===== src/hw/rtl/tpdq_pkg.sv =====
// Package for the TPDF dither quantizer: widths, LCG constants, clamp limits and the queue word.
// No dependencies. Every other file of the block imports it.
package tpdq_pkg;

    // Field widths
    localparam int SAMPLE_W = 32;
    localparam int OUT_W    = 24;
    localparam int SEED_W   = 32;

    // Default depth of the queue between front and back
    localparam int QUEUE_DEPTH_DEF = 2;

    // Linear congruential noise source
    localparam logic [SEED_W-1:0] LCG_MUL    = 32'd1103515245;
    localparam logic [SEED_W-1:0] LCG_ADD    = 32'd12345;
    localparam logic [SEED_W-1:0] SEED_RESET = 32'h1EA7_F00D;

    // Width of the quantizer result before clamping: 66-bit sum shifted right by 33
    localparam int SUM_W   = 66;
    localparam int Q_SHIFT = 33;
    localparam int Q_W     = SUM_W - Q_SHIFT;

    // Clamp limits at the quotient width
    localparam logic signed [Q_W-1:0] LIM24_LO = -33'sd8388608;
    localparam logic signed [Q_W-1:0] LIM24_HI = 33'sd8388607;
    localparam logic signed [Q_W-1:0] LIM16_LO = -33'sd32768;
    localparam logic signed [Q_W-1:0] LIM16_HI = 33'sd32767;

    // Width mode codes
    localparam logic MODE_16 = 1'b0;
    localparam logic MODE_24 = 1'b1;

    // One queued word: the sample tagged with the width mode it was accepted under
    typedef struct packed {
        logic                       wide;
        logic signed [SAMPLE_W-1:0] sample;
    } qword_t;

    // Queue status seen by the front and the back
    typedef struct packed {
        logic full;
        logic empty;
    } qstat_t;

endpackage


===== src/hw/rtl/tpdq_if.sv =====
// Stream interfaces for the TPDF dither quantizer: input samples and quantized results.
// Depends on tpdq_pkg for the field widths.
interface tpdq_in_if;
    import tpdq_pkg::*;

    logic                       valid;
    logic                       ready;
    logic signed [SAMPLE_W-1:0] sample_in;

    modport source (output valid, output sample_in, input ready);
    modport sink   (input valid, input sample_in, output ready);
endinterface

interface tpdq_out_if;
    import tpdq_pkg::*;

    logic                    valid;
    logic                    ready;
    logic signed [OUT_W-1:0] sample_out;

    modport source (output valid, output sample_out, input ready);
    modport sink   (input valid, input sample_out, output ready);
endinterface


===== src/hw/rtl/tpdq_front.sv =====
// Front of the quantizer: holds the width mode register, accepts sample words
// and tags each with its mode before pushing it into the queue. Uses tpdq_pkg, tpdq_in_if.
module tpdq_front
(
    input  logic              clk,
    input  logic              rst_n,
    tpdq_in_if.sink           din,
    input  logic              cfg_we,
    input  logic              cfg_wdata,
    input  tpdq_pkg::qstat_t  q_stat,
    output logic              push,
    output tpdq_pkg::qword_t  push_word
);
    import tpdq_pkg::*;

    logic mode_reg;
    logic mode_next;

    // Update the width mode on a write
    always_comb
    begin
        mode_next = mode_reg;
        if (cfg_we)
        begin
            mode_next = cfg_wdata;
        end
    end

    always_ff @(posedge clk or negedge rst_n)
    begin
        if (!rst_n)
        begin
            mode_reg <= MODE_16;
        end
        else
        begin
            mode_reg <= mode_next;
        end
    end

    // Accept a word whenever the queue has room
    assign din.ready = !q_stat.full;
    assign push      = din.valid && !q_stat.full;

    // Tag the word with the scaling it needs
    assign push_word.wide   = (mode_reg == MODE_24);
    assign push_word.sample = din.sample_in;

endmodule


===== src/hw/rtl/tpdq_queue.sv =====
// Short queue between the front and the back of the quantizer.
// Uses tpdq_pkg for the queue word and status types.
module tpdq_queue
#(
    parameter int DEPTH = tpdq_pkg::QUEUE_DEPTH_DEF
)
(
    input  logic              clk,
    input  logic              rst_n,
    input  logic              push,
    input  tpdq_pkg::qword_t  push_word,
    input  logic              pop,
    output tpdq_pkg::qword_t  head_word,
    output tpdq_pkg::qstat_t  q_stat
);
    import tpdq_pkg::*;

    localparam int PTR_W = (DEPTH > 1) ? $clog2(DEPTH) : 1;
    localparam int CNT_W = $clog2(DEPTH + 1);

    qword_t             entry_reg [DEPTH];
    logic [PTR_W-1:0]   wr_ptr_reg;
    logic [PTR_W-1:0]   wr_ptr_next;
    logic [PTR_W-1:0]   rd_ptr_reg;
    logic [PTR_W-1:0]   rd_ptr_next;
    logic [CNT_W-1:0]   count_reg;
    logic [CNT_W-1:0]   count_next;

    // Advance pointers with wrap and track the fill level
    always_comb
    begin
        wr_ptr_next = wr_ptr_reg;
        rd_ptr_next = rd_ptr_reg;
        count_next  = count_reg;
        if (push)
        begin
            wr_ptr_next = (wr_ptr_reg == PTR_W'(DEPTH - 1)) ? '0 : wr_ptr_reg + 1'b1;
        end
        if (pop)
        begin
            rd_ptr_next = (rd_ptr_reg == PTR_W'(DEPTH - 1)) ? '0 : rd_ptr_reg + 1'b1;
        end
        if (push && !pop)
        begin
            count_next = count_reg + 1'b1;
        end
        else if (pop && !push)
        begin
            count_next = count_reg - 1'b1;
        end
    end

    always_ff @(posedge clk or negedge rst_n)
    begin
        if (!rst_n)
        begin
            wr_ptr_reg <= '0;
            rd_ptr_reg <= '0;
            count_reg  <= '0;
        end
        else
        begin
            wr_ptr_reg <= wr_ptr_next;
            rd_ptr_reg <= rd_ptr_next;
            count_reg  <= count_next;
        end
    end

    // Store the pushed word
    always_ff @(posedge clk)
    begin
        if (push)
        begin
            entry_reg[wr_ptr_reg] <= push_word;
        end
    end

    assign head_word    = entry_reg[rd_ptr_reg];
    assign q_stat.full  = (count_reg == CNT_W'(DEPTH));
    assign q_stat.empty = (count_reg == '0);

endmodule


===== src/hw/rtl/tpdq_back.sv =====
// Back of the quantizer: steps the LCG twice through one shared multiplier, adds
// the dither to the scaled sample, floors, clamps and holds the result. Uses tpdq_pkg, tpdq_out_if.
module tpdq_back
(
    input  logic              clk,
    input  logic              rst_n,
    input  tpdq_pkg::qstat_t  q_stat,
    input  tpdq_pkg::qword_t  head_word,
    output logic              pop,
    tpdq_out_if.source        dout
);
    import tpdq_pkg::*;

    localparam logic [1:0] ST_IDLE   = 2'd0;
    localparam logic [1:0] ST_STEP2  = 2'd1;
    localparam logic [1:0] ST_FINISH = 2'd2;

    logic [1:0]                 state_reg;
    logic [1:0]                 state_next;
    logic [SEED_W-1:0]          seed_reg;
    logic [SEED_W-1:0]          seed_next;
    logic [SEED_W-1:0]          d1_reg;
    logic [SEED_W-1:0]          d1_next;
    logic [SEED_W:0]            dsum_reg;
    logic [SEED_W:0]            dsum_next;
    logic signed [SAMPLE_W-1:0] sample_reg;
    logic signed [SAMPLE_W-1:0] sample_next;
    logic                       wide_reg;
    logic                       wide_next;
    logic                       out_valid_reg;
    logic                       out_valid_next;
    logic signed [OUT_W-1:0]    out_sample_reg;
    logic signed [OUT_W-1:0]    out_sample_next;

    logic                       out_free;
    logic                       finish;
    logic [SEED_W-1:0]          mult_op;
    logic [SEED_W-1:0]          lcg_val;
    logic signed [SUM_W-1:0]    base;
    logic signed [SUM_W-1:0]    total;
    logic signed [Q_W-1:0]      quot;
    logic signed [Q_W-1:0]      lim_lo;
    logic signed [Q_W-1:0]      lim_hi;
    logic signed [Q_W-1:0]      quot_sat;

    // Output register is free when empty or being taken this cycle
    assign out_free = !out_valid_reg || dout.ready;
    assign finish   = (state_reg == ST_FINISH) && out_free;
    assign pop      = !q_stat.empty && ((state_reg == ST_IDLE) || finish);

    // Shared LCG step: seed on the first step, first dither word on the second
    assign mult_op = (state_reg == ST_STEP2) ? d1_reg : seed_reg;
    assign lcg_val = mult_op * LCG_MUL + LCG_ADD;

    // Scale the sample onto the 2^-33 grid and add the dither pair
    always_comb
    begin
        if (wide_reg)
        begin
            base = {{2{sample_reg[SAMPLE_W-1]}}, sample_reg, 32'b0};
        end
        else
        begin
            base = {{10{sample_reg[SAMPLE_W-1]}}, sample_reg, 24'b0};
        end
        total = base + $signed({{(SUM_W - SEED_W - 1){1'b0}}, dsum_reg});
        quot  = total[SUM_W-1:Q_SHIFT];
    end

    // Clamp to the selected sample width
    always_comb
    begin
        lim_lo = wide_reg ? LIM24_LO : LIM16_LO;
        lim_hi = wide_reg ? LIM24_HI : LIM16_HI;
        if (quot < lim_lo)
        begin
            quot_sat = lim_lo;
        end
        else if (quot > lim_hi)
        begin
            quot_sat = lim_hi;
        end
        else
        begin
            quot_sat = quot;
        end
    end

    // Sequence one word: first step on pop, second step, then quantize into the output
    always_comb
    begin
        state_next      = state_reg;
        seed_next       = seed_reg;
        d1_next         = d1_reg;
        dsum_next       = dsum_reg;
        sample_next     = sample_reg;
        wide_next       = wide_reg;
        out_valid_next  = out_valid_reg;
        out_sample_next = out_sample_reg;

        if (out_valid_reg && dout.ready)
        begin
            out_valid_next = 1'b0;
        end

        case (state_reg)
            ST_IDLE:
            begin
                if (pop)
                begin
                    state_next = ST_STEP2;
                end
            end
            ST_STEP2:
            begin
                seed_next  = lcg_val;
                dsum_next  = {1'b0, d1_reg} + {1'b0, lcg_val};
                state_next = ST_FINISH;
            end
            ST_FINISH:
            begin
                if (out_free)
                begin
                    out_valid_next  = 1'b1;
                    out_sample_next = quot_sat[OUT_W-1:0];
                    state_next      = pop ? ST_STEP2 : ST_IDLE;
                end
            end
            default:
            begin
                state_next = ST_IDLE;
            end
        endcase

        // Load the next word and its first dither word
        if (pop)
        begin
            d1_next     = lcg_val;
            sample_next = head_word.sample;
            wide_next   = head_word.wide;
        end
    end

    always_ff @(posedge clk or negedge rst_n)
    begin
        if (!rst_n)
        begin
            state_reg     <= ST_IDLE;
            seed_reg      <= SEED_RESET;
            out_valid_reg <= 1'b0;
        end
        else
        begin
            state_reg     <= state_next;
            seed_reg      <= seed_next;
            out_valid_reg <= out_valid_next;
        end
    end

    always_ff @(posedge clk)
    begin
        d1_reg         <= d1_next;
        dsum_reg       <= dsum_next;
        sample_reg     <= sample_next;
        wide_reg       <= wide_next;
        out_sample_reg <= out_sample_next;
    end

    assign dout.valid      = out_valid_reg;
    assign dout.sample_out = out_sample_reg;

endmodule


===== src/hw/rtl/tpdf_dither_quantizer.sv =====
// Top level of the TPDF dither quantizer: front, queue and back joined together.
// Depends on tpdq_pkg, tpdq_if, tpdq_front, tpdq_queue and tpdq_back.
//
// Usage:
//   din carries one signed Q8.24 sample word per handshake (valid and ready both
//   high at a rising edge). dout carries one quantized 24-bit signed word back
//   for every input word, in order. cfg_we with cfg_wdata sets the width mode
//   (0: 16-bit result, 1: 24-bit result); write it only while the block is idle.
//   Each word steps a 32-bit LCG twice, adds both dither words to the scaled
//   sample, floors by 2^33 and clamps to the selected width.
//   The single LCG multiplier serves both steps of each word, so the back works
//   on one word at a time and pops the next word as it delivers the last.
//   The front keeps accepting into a QUEUE_DEPTH-word queue while the back works;
//   when the receiver stalls, the result holds in the output register, the back
//   waits with its next result, and din.ready drops once the queue is full.
//   Reset clears the queue and output valid, sets the mode to 16-bit and loads
//   the LCG seed with its start value; no clearing pass is needed.
module tpdf_dither_quantizer
#(
    parameter int QUEUE_DEPTH = tpdq_pkg::QUEUE_DEPTH_DEF
)
(
    input  logic        clk,
    input  logic        rst_n,
    tpdq_in_if.sink     din,
    tpdq_out_if.source  dout,
    input  logic        cfg_we,
    input  logic        cfg_wdata
);
    import tpdq_pkg::*;

    qstat_t q_stat;
    qword_t push_word;
    qword_t head_word;
    logic   push;
    logic   pop;

    // Accept and tag words
    tpdq_front u_front
    (
        .clk       (clk),
        .rst_n     (rst_n),
        .din       (din),
        .cfg_we    (cfg_we),
        .cfg_wdata (cfg_wdata),
        .q_stat    (q_stat),
        .push      (push),
        .push_word (push_word)
    );

    // Decouple the front from the back
    tpdq_queue #(
        .DEPTH (QUEUE_DEPTH)
    ) u_queue
    (
        .clk       (clk),
        .rst_n     (rst_n),
        .push      (push),
        .push_word (push_word),
        .pop       (pop),
        .head_word (head_word),
        .q_stat    (q_stat)
    );

    // Dither, quantize and deliver
    tpdq_back u_back
    (
        .clk       (clk),
        .rst_n     (rst_n),
        .q_stat    (q_stat),
        .head_word (head_word),
        .pop       (pop),
        .dout      (dout)
    );

endmodule


===== src/flat_wrapper.sv =====
// flat-port wrapper written by rule: the top's interface ports become plain ports
module tpdf_dither_quantizer_flat import tpdq_pkg::*;
#(
    parameter int QUEUE_DEPTH = tpdq_pkg::QUEUE_DEPTH_DEF
)
  (clk, rst_n, cfg_we, cfg_wdata, din_valid, din_sample_in, din_ready, dout_valid, dout_sample_out, dout_ready);
  tpdq_in_if din_i ();
  tpdq_out_if dout_i ();
  input  logic clk;
  input  logic rst_n;
  input  logic cfg_we;
  input  logic cfg_wdata;
  input wire logic [$bits(din_i.valid)-1:0] din_valid;
  input wire logic [$bits(din_i.sample_in)-1:0] din_sample_in;
  output wire logic [$bits(din_i.ready)-1:0] din_ready;
  output wire logic [$bits(dout_i.valid)-1:0] dout_valid;
  output wire logic [$bits(dout_i.sample_out)-1:0] dout_sample_out;
  input wire logic [$bits(dout_i.ready)-1:0] dout_ready;
  assign din_i.valid = din_valid;
  assign din_i.sample_in = din_sample_in;
  assign din_ready = din_i.ready;
  assign dout_valid = dout_i.valid;
  assign dout_sample_out = dout_i.sample_out;
  assign dout_i.ready = dout_ready;
  tpdf_dither_quantizer #(.QUEUE_DEPTH(QUEUE_DEPTH)) u_core (.clk(clk), .rst_n(rst_n), .din(din_i), .dout(dout_i), .cfg_we(cfg_we), .cfg_wdata(cfg_wdata));
endmodule

===== config.mk =====
export PLATFORM = sky130hd
export DESIGN_NAME = tpdf_dither_quantizer_flat
export DESIGN_NICKNAME = d
export VERILOG_FILES = /design/src/hw/rtl/tpdq_pkg.sv /design/src/hw/rtl/tpdq_if.sv /design/src/hw/rtl/tpdq_front.sv /design/src/hw/rtl/tpdq_queue.sv /design/src/hw/rtl/tpdq_back.sv /design/src/hw/rtl/tpdf_dither_quantizer.sv /design/src/flat_wrapper.sv
export SDC_FILE = /design/constraint.sdc
export NUM_CORES = 1
export LEC_CHECK = 0
export ABC_AREA = 1
export BUFFER_PORTS_ARGS = -buffer_cell sky130_fd_sc_hd__buf_2
export CAP_MARGIN = 20
export CORE_MARGIN = 5
export CORE_UTILIZATION = 65
export CTS_CLUSTER_DIAMETER = 60
export DETAILED_ROUTE_END_ITERATION = 8
export PLACE_DENSITY_LB_ADDON = 0.05
export RECOVER_POWER = 100
export SLEW_MARGIN = 30
export SYNTH_ARGS = -nofsm -noshare
export SYNTH_HDL_FRONTEND = slang
export SYNTH_HIERARCHICAL = 1
export SYNTH_SLANG_ARGS = --single-unit
export TNS_END_PERCENT = 1

===== constraint.sdc =====
create_clock -name clk -period 28.6 [get_ports clk]
set_input_delay 2.86 -clock clk [delete_from_list [all_inputs] [get_ports clk]]
set_output_delay 2.86 -clock clk [all_outputs]
set_load 0.02 [all_outputs]

# [Yosys cells after proc, flatten, opt, wreduce, memory -nomap -nowiden]
# Memory sizes are Yosys's and may differ from the RTL's. A register that Yosys moved wholly into a read port is not among the register bits.
# Cells that the tools add are included.
[op_classes] add_sub_neg=7 mul=1 order_cmp=2 n_eq_ne=5 muxes=19 reduce_logical=18
[op_table] op="$add A64 B34 Y65" n=1
[op_table] op="$mux W63" n=1
[op_table] op="$mux W24" n=2
[op_table] op="$mux W23" n=2
[op_table] op="$add A32 B32 Y33" n=1
[op_table] op="$add A32 B14 Y32 const B" n=1
[op_table] op="$gt A32 B24 Y1" n=1
[op_table] op="$lt A32 B24 Y1" n=1
[op_table] op="$mul A32 B31 Y32 const B" n=1
[op_table] op="$mux W32" n=1
[op_table] op="$mux W1" n=8
[op_table] op="$mux W2" n=4
[op_table] op="$logic_and A1 B1 Y1" n=6
[op_table] op="$pmux W2 S3" n=1
[op_table] op="$logic_not A1 Y1" n=5
[op_table] op="$eq A2 B2 Y1 const B" n=2
[op_table] op="$logic_not A2 Y1" n=2
[op_table] op="$ne A2 B2 Y1 const B" n=2
[op_table] op="$reduce_and A2 Y1" n=2
[op_table] op="$add A1 B1 Y1 const B" n=2
[op_table] op="$add A2 B1 Y2 const B" n=1
[op_table] op="$eq A2 B1 Y1 const B" n=1
[op_table] op="$logic_or A1 B1 Y1" n=2
[op_table] op="$reduce_bool A2 Y1" n=1
[op_table] op="$sub A2 B1 Y2 const B" n=1
[word_totals] ff_bits=129 mem_bits_rw=66 inputBits=38 out_inout_bits=26 elab_cells=63 mem_count=1
[mem_list] memory="u_core.u_queue.entry_reg" depth=2 word_bits=33 rd=1 rd_ports_with_merged_regs=1 write_ports=1 line="tpdq_queue.sv:21" source="qword_t entry_reg [DEPTH];"

# [Logic depth before layout (Yosys ltp)]
# Gate-level depths: netlist (run 1).
[logic_depth] ltp_word=8 depth_mapped=46

# [Modules after synthesis]
# The synthesis (run 1) kept the hierarchy.
[modules_own_cells] mod="tpdq_back" n_inst=1 cells_each=2128 area_each_um2=17782.1 seq_area_each_um2=3838.7
[modules_own_cells] mod="tpdq_queue" n_inst=1 cells_each=128 area_each_um2=2740.1 seq_area_each_um2=2082.0
[modules_own_cells] mod="tpdq_front" n_inst=1 cells_each=41 area_each_um2=299.0 seq_area_each_um2=25.0

# [Least setup slack after synthesis (run 1)]
# No wires, ideal clock.
[synth_timing] path_type="flip-flop to flip-flop" start="reg u_core.u_back.state_reg[1]" end="reg u_core.u_back.dsum_reg[31], data pin" setup_time_ns=0.259 arrival_time_ns=8.762 t_required_ns=28.341 slack_ns=19.579 stages_incl_launch_ff=44 n_path_buf=3 period_less_slack_ns=9.021 cell_sequence="dfrtp_1 -> inv_1 -> nand2_1 -> inv_1 -> clkbuf_1 -> buf_1 -> clkbuf_1 -> nand2_1 -> o21ai_0 -> ha_1 -> fa_1 -> fa_1 -> inv_1 -> fa_1 -> inv_1 -> ha_1 -> inv_1 -> fa_1 -> (+8 left out) -> a21oi_1 -> o21ai_0 -> nand3_1 -> nand2_1 -> nand3_1 -> nand2_1 -> xor2_1 -> ha_1 -> a21oi_1 -> nor2_1 -> a211oi_1 -> o21a_1 -> o221ai_1 -> a21oi_1 -> nand2_1 -> nand2_1 -> nand3_1 -> xor2_1"
[synth_between] elab_chain_cells=5
[synth_rtl] element="start: declaration" line="tpdq_back.sv:18" source="logic [1:0] state_reg;"
[synth_rtl] element="start signal: assignment" line="tpdq_back.sv:154" source="state_reg <= state_next;"
[synth_rtl] element="$eq A2 B1 Y1" line="tpdq_back.sv:52" source="assign mult_op = (state_reg == ST_STEP2) ? d1_reg : seed_reg;"
[synth_rtl] element="$mux W32" line="tpdq_back.sv:52"
[synth_rtl] element="$mul A32 B31 Y32" line="tpdq_back.sv:53" source="assign lcg_val = mult_op * LCG_MUL + LCG_ADD;"
[synth_rtl] element="$add A32 B14 Y32" line="tpdq_back.sv:53"
[synth_rtl] element="net u_core.u_back.lcg_val[22]" line="tpdq_back.sv:38" source="logic [SEED_W-1:0] lcg_val;"
[synth_rtl] element="$add A32 B32 Y33" line="tpdq_back.sv:117" source="dsum_next = {1'b0, d1_reg} + {1'b0, lcg_val};"
[synth_rtl] element="end signal: assignment" line="tpdq_back.sv:163" source="dsum_reg <= dsum_next;"
[synth_rtl] element="end: declaration" line="tpdq_back.sv:24" source="logic [SEED_W:0] dsum_reg;"
# The timed path passes the listed nets, and every way through them passes these cells.
# A chain may end at the register's enable or synchronous reset.

# [Worst setup path after layout (run 1)]
# Same ends and word-level chain as after synthesis.

==> impl_metrics.py, run 1 <==
metrics = {
    "placed_design": {
        "port_buffers": 63,
        "gp_congestion": 1.023,
        "dp_hpwl_um": 41500,
        "dp_cells": 2719,
        "dpl_cell_area_um2": 21310,
    },
    "hold_path": {
        "hold-path-endpoint": "u_core/u_back/seed_reg[0]",
        "worstHoldStart": "u_core/u_back/d1_reg[0]",
        "holdPathStages": 1,
        "hold_class": "reg2reg",
    },
    "sta": {
        "fmax_mhz": 86.24,
        "final_hold_viol_count": 0,
        "finalSetupViolCount": 0,
        "finalCriticalPeriod_ns": 11.60,
        "min_period_over_period_pct": 40.55,
        "worstMarginPinSlew_ns": 2.780,
        "fin_skew_ns": 0.02064,
        "rsz0062_at_grt": "false",
        "fin_tns_setup_ns": 0,
        "maxSlewHeadroom_pct": -85.34,
        "slew_viol_final": 271,
    },
    "run_status": {
        "violations": "max-capacitance violations, max-slew violations",
        "status": "finished, violations left",
    },
    "global_routing": {
        "grt_pass1_wl_um": 79300,
        "grt_usage_pct": 28.27,
        "antenna_found_initial": 0,
        "grt_pass1_vias": 14760,
        "grt_max_degree": 51,
        "gr-total-overflow": 0,
    },
    "setup_path": {
        "worstPathArrival_ns": 11.86,
        "reg2reg_to": "u_core/u_back/dsum_reg[31]",
        "required_ns": 28.87,
        "cp_slowest_cell": "clkbuf_1",
        "max_stage_delay_ns": 1.17,
        "r2r_cells": 40,
        "path_max_fanout": 38,
        "crit_path_frequent_cell": "inv_1",
        "criticalPathCategory": "reg2reg",
        "setup.worst_path.end_class": "register",
        "reg2reg_slack_ns": 17.00,
        "rr_startpoint": "u_core/u_back/state_reg[1]",
        "start_kind": "register",
    },
    "synthesis": {
        "syn_area_um2": 20820,
        "synthArstFlopShare_pct": 19.61,
        "syn_inst": 2297,
        "synth-xor-area-share_pct": 3.323,
        "synth_edf_count": 164,
        "synth_top_family_by_area": "adder cells",
        "yosysWarnings": 6,
        "synth_flop_cell": "edfxtp_1",
        "syn_nets": 2782,
        "synthDistinctLibCells": 51,
        "synth-adder-area-share_pct": 33.82,
        "yosysSeqAreaShare_pct": 28.56,
        "synth.area.mux_share_pct": 2.308,
        "synth-seq-cells": 204,
        "synth_compound_area_share_pct": 4.681,
        "syn_avg_cell_area_um2": 9.065,
        "yosys.area_share.simple_pct": 14.98,
    },
    "drt": {
        "wl_um": 49270,
        "met2_length_um": 21100,
        "drc": 0,
        "vias": 14680,
        "wl_met1_um": 23600,
        "first_pass_iters": 6,
        "first_iter_violations": 1255,
        "vias_per_cell": 5.321,
        "highest_layer": "met4",
        "routed-wl-met3_um": 3860,
        "wl_per_cell_um": 17.86,
        "antenna_left": 0,
    },
    "clocking": {
        "cts_setup_buffers": 0,
        "cts_root_buf": "clkbuf_16",
        "holdBufCountCts": 0,
        "cts.repair.resized": 0,
        "cts_htree_levels": 1,
        "clk_pin_slew_ns": 0.06,
        "cts_buffer_depth": 3,
        "clock_sinks": 204,
        "clkLatencyLatePin_ns": 0.52,
        "cts_buffers": 22,
        "cts_tree": "yes",
    },
    "layout": {
        "final_area_um2": 21890,
        "drive_above_1_share_pct": 5.431,
        "antennaDiodeCount": 0,
        "stdcell_count": 2759,
        "layout.nets": 2826,
        "final_common_cell": "inv_1",
        "largest_reg_flops": 66,
        "final_cell_mix": "inv_1, nand2_1, ha_1",
        "syn_to_final_growth_pct": 5.156,
    },
    "die": {
        "core-area_um2": 31560,
        "ios": 64,
        "rows": 65,
        "initial_core_util_pct": 65.98,
        "die_h_um": 189.0,
        "die_area_um2": 35710,
        "die_w_um": 189.0,
    },
    "run": {
        "drv_cap": 7,
    },
}
[area by class of cell]
class / count / area [um^2]
fillers: 2579 / 9661
well taps: 402 / 503.0
repair buffers: 79 / 356.6
multi-input cells: 1472 / 12200
clock buffers: 30 / 611.8
clock inverters: 10 / 170.2
flip-flops and latches: 204 / 5946
inverters: 562 / 2111
[per-layer routing]
layer	vias up	global-route usage, %
met3	57	4.425
met1	6979	44.72
li1	7177	-
met5	-	0
met2	467	42.39
met4	0	4.176
[synthesized netlist by cell type, types with 7 or more instances]
library cell,number,area (um^2)
nand3b_1,8,60.06
inv_1,560,2102
mux2_4,29,435.4
a21oi_1,76,380.4
nand3_1,62,310.3
nor3_1,10,50.05
xor2_1,51,446.7
nand2_1,462,1734
o21ai_0,67,335.3
a31oi_1,8,50.05
buf_4,35,262.8
edfxtp_1,164,4925
dfrtp_1,24,600.6
fa_1,193,3864
dfstp_2,16,420.4
xnor2_1,28,245.2
nor2_2,7,43.79
o21a_1,8,60.06
nand4_1,13,81.33
ha_1,254,3178
nor2_1,126,473.0
nand2_2,25,156.4
[cells by family (layout without fill, tap and decap cells)]
family                   Yosys count  in the layout
AO/OA/AOI/OAI                    178            178
XOR/XNOR                          79             79
adder cells (fa/ha/maj)          447            447
buffers and inverters            621            681
flip-flops                       204            204
multiplexers                      33             33
AND/OR/NAND/NOR                  735            735
[worst max-delay path: cells and delay by family (launching register included)]
| kind | cells | cell delay (ns) |
|---|---|---|
| buf+inv | 9 | 2.41 |
| fa+ha+maj | 10 | 4.68 |
| flops | 1 | 0.37 |
| compound gates | 8 | 2.04 |
| xor+xnor | 2 | 0.52 |
| simple gates | 11 | 1.32 |
[worst max-delay path by stage]
stage	startpoint	to
2_1_floorplan	u_core/u_back/state_reg[1]	u_core/u_back/dsum_reg[31]
3_3_place_gp	u_core/u_back/state_reg[1]	u_core/u_back/dsum_reg[31]
3_5_place_dp	u_core/u_back/state_reg[1]	u_core/u_back/dsum_reg[31]
4_1_cts	u_core/u_back/state_reg[1]	u_core/u_back/dsum_reg[31]
5_1_grt	u_core/u_back/state_reg[1]	u_core/u_back/dsum_reg[31]
6_report	u_core/u_back/state_reg[1]	u_core/u_back/dsum_reg[31]
[per-stage QoR]
stage | util [%] | hold WS [ns] | setup slack [ns]
after global placement | 67.53 | 0.4394 | 18.73
after global routing | 69.39 | 0.4870 | 16.17
final | 69.39 | 0.4490 | 17.00
after floorplan | - | 0.4139 | 19.58
after detailed placement | 67.54 | 0.4447 | 18.54
after CTS | 70.02 | 0.4450 | 18.48
Power of run 1 is not shown: default switching activity piles up to over one toggle a cycle in this logic, so the estimate is an artifact.
==> inputs of run 2 (changes only) <==
- clock period: 28.6 -> 11.68 ns (I/O delays scaled with it)
==> impl_metrics.py, run 2 (synthesized netlist as in run 1, its figures left out) <==
metrics = {
    "clocking": {
        "cts_setup_buffers": 0,
        "holdBufCountCts": 0,
        "clkLatencyLatePin_ns": 0.52,
        "cts_tree": "yes",
        "clock_sinks": 204,
        "cts_htree_levels": 1,
        "cts_buffer_depth": 3,
        "cts_root_buf": "clkbuf_16",
        "cts.repair.resized": 0,
        "clk_pin_slew_ns": 0.06,
        "cts_buffers": 20,
    },
    "drt": {
        "wl_per_cell_um": 17.44,
        "drc": 0,
        "vias": 14550,
        "vias_per_cell": 5.291,
        "first_iter_violations": 1050,
        "first_pass_iters": 5,
        "wl_um": 47940,
        "antenna_left": 0,
    },
    "placed_design": {
        "dp_hpwl_um": 40340,
        "port_buffers": 63,
        "gp_congestion": 0.9570,
        "place_ws_ns": 1.603,
    },
    "layout": {
        "filler_cell_count": 2610,
        "seq_area_um2": 5946,
        "multi_input_area_um2": 12200,
        "final_common_cell": "inv_1",
        "syn_to_final_growth_pct": 4.243,
        "antennaDiodeCount": 0,
        "layout.nets": 2818,
        "final_cell_mix": "inv_1, nand2_1, ha_1",
        "largest_reg_flops": 66,
        "drive_above_1_share_pct": 5.070,
    },
    "run_status": {
        "status": "finished, violations left",
        "violations": "max-capacitance violations, max-slew violations",
    },
    "sta": {
        "fin_tns_setup_ns": 0,
        "finalSetupViolCount": 0,
        "whs_ns": 0.4715,
        "slew_viol_final": 220,
        "finalCriticalPeriod_ns": 10.39,
        "final_hold_viol_count": 0,
        "rsz0062_at_grt": "false",
        "fin_skew_ns": 0.03872,
        "min_period_over_period_pct": 88.97,
        "fmax_mhz": 96.24,
        "fin_ws_ns": 1.289,
        "maxSlewHeadroom_pct": -64.63,
        "worstMarginPinSlew_ns": 2.469,
    },
    "setup_path": {
        "setup.worst_path.end_class": "register",
        "start_kind": "register",
        "required_ns": 11.95,
        "crit_path_frequent_cell": "inv_1",
        "worstPathArrival_ns": 10.66,
        "cp_slowest_cell": "inv_1",
        "criticalPathCategory": "reg2reg",
        "max_stage_delay_ns": 0.59,
        "path_max_fanout": 22,
    },
    "die": {
        "die_area_um2": 35710,
        "rows": 65,
        "die_w_um": 189.0,
        "initial_core_util_pct": 65.98,
        "core-area_um2": 31560,
        "die_h_um": 189.0,
        "ios": 64,
    },
    "hold_path": {
        "hold_class": "reg2reg",
    },
    "global_routing": {
        "grt_usage_pct": 27.70,
        "grt_pass1_wl_um": 78180,
        "grt_max_degree": 56,
        "gr-total-overflow": 0,
        "antenna_found_initial": 0,
        "grt_pass1_vias": 14810,
    },
    "run": {
        "drv_cap": 6,
    },
}
[run 2: area by class of cell]
cell class	instances	area share (%)
clock inverters	9	0.4266
multi-input cells	1472	56.19
inverters	562	9.725
well taps	402	2.317
clock buffers	27	2.473
repair buffers	73	1.470
flip-flops and latches	204	27.39
[run 2: critical path, delay by kind of cell (launching register included)]
kind                       cells  cell delay [ns]
xor gates and xnor gates       2             0.39
and+or+nand+nor               15             2.93
adders and majority gates      9             3.81
AOI/OAI and AO/OA              8             1.53
buffers and inverters          9             1.12
DFF                            1             0.35
[run 2: path summary, 6_finish.rpt]
check / startpoint / end / slack (ns) / depth (start not counted)
worst max-delay path: u_core/u_back/state_reg[1] / u_core/u_back/dsum_reg[31] / 1.29 / 43
min in group asynchronous: rst_n / u_core/u_front/mode_reg / 1.39 / 1
max in group asynchronous: rst_n / u_core/u_back/seed_reg[8] / 8.81 / 1
worst max register to register: u_core/u_back/state_reg[1] / u_core/u_back/dsum_reg[31] / 1.29 / 43
worst min register to register: u_core/u_front/mode_reg / u_core/u_queue/entry_reg[0][32] / 0.47 / 0
worst min-delay path: u_core/u_front/mode_reg / u_core/u_queue/entry_reg[0][32] / 0.47 / 0
[run 2: metal layers]
metal  share of wire (%)  wire, um  global-route usage, %  up-vias
met1                  48     23160                  42.77     6905
li1                    -         -                      -     7157
met4                 1.7       800                  4.961        0
met3                 8.4      4032                  6.822       56
met2                  42     19940                  40.45      427
met5                   0         0                      0        -
[run 2: through the flow]
step / cells / area (um^2) / utilization, %
6_report: 2749 / 21700 / 68.78
5_1_grt: 2749 / 21700 / 68.78
4_1_cts: 2749 / 21900 / 69.39
3_5_place_dp: 2713 / 21270 / 67.40
3_3_place_gp: 2713 / 21260 / 67.38
2_1_floorplan: 2297 / 20820 / -
Power of run 2 is left out for the same reason.
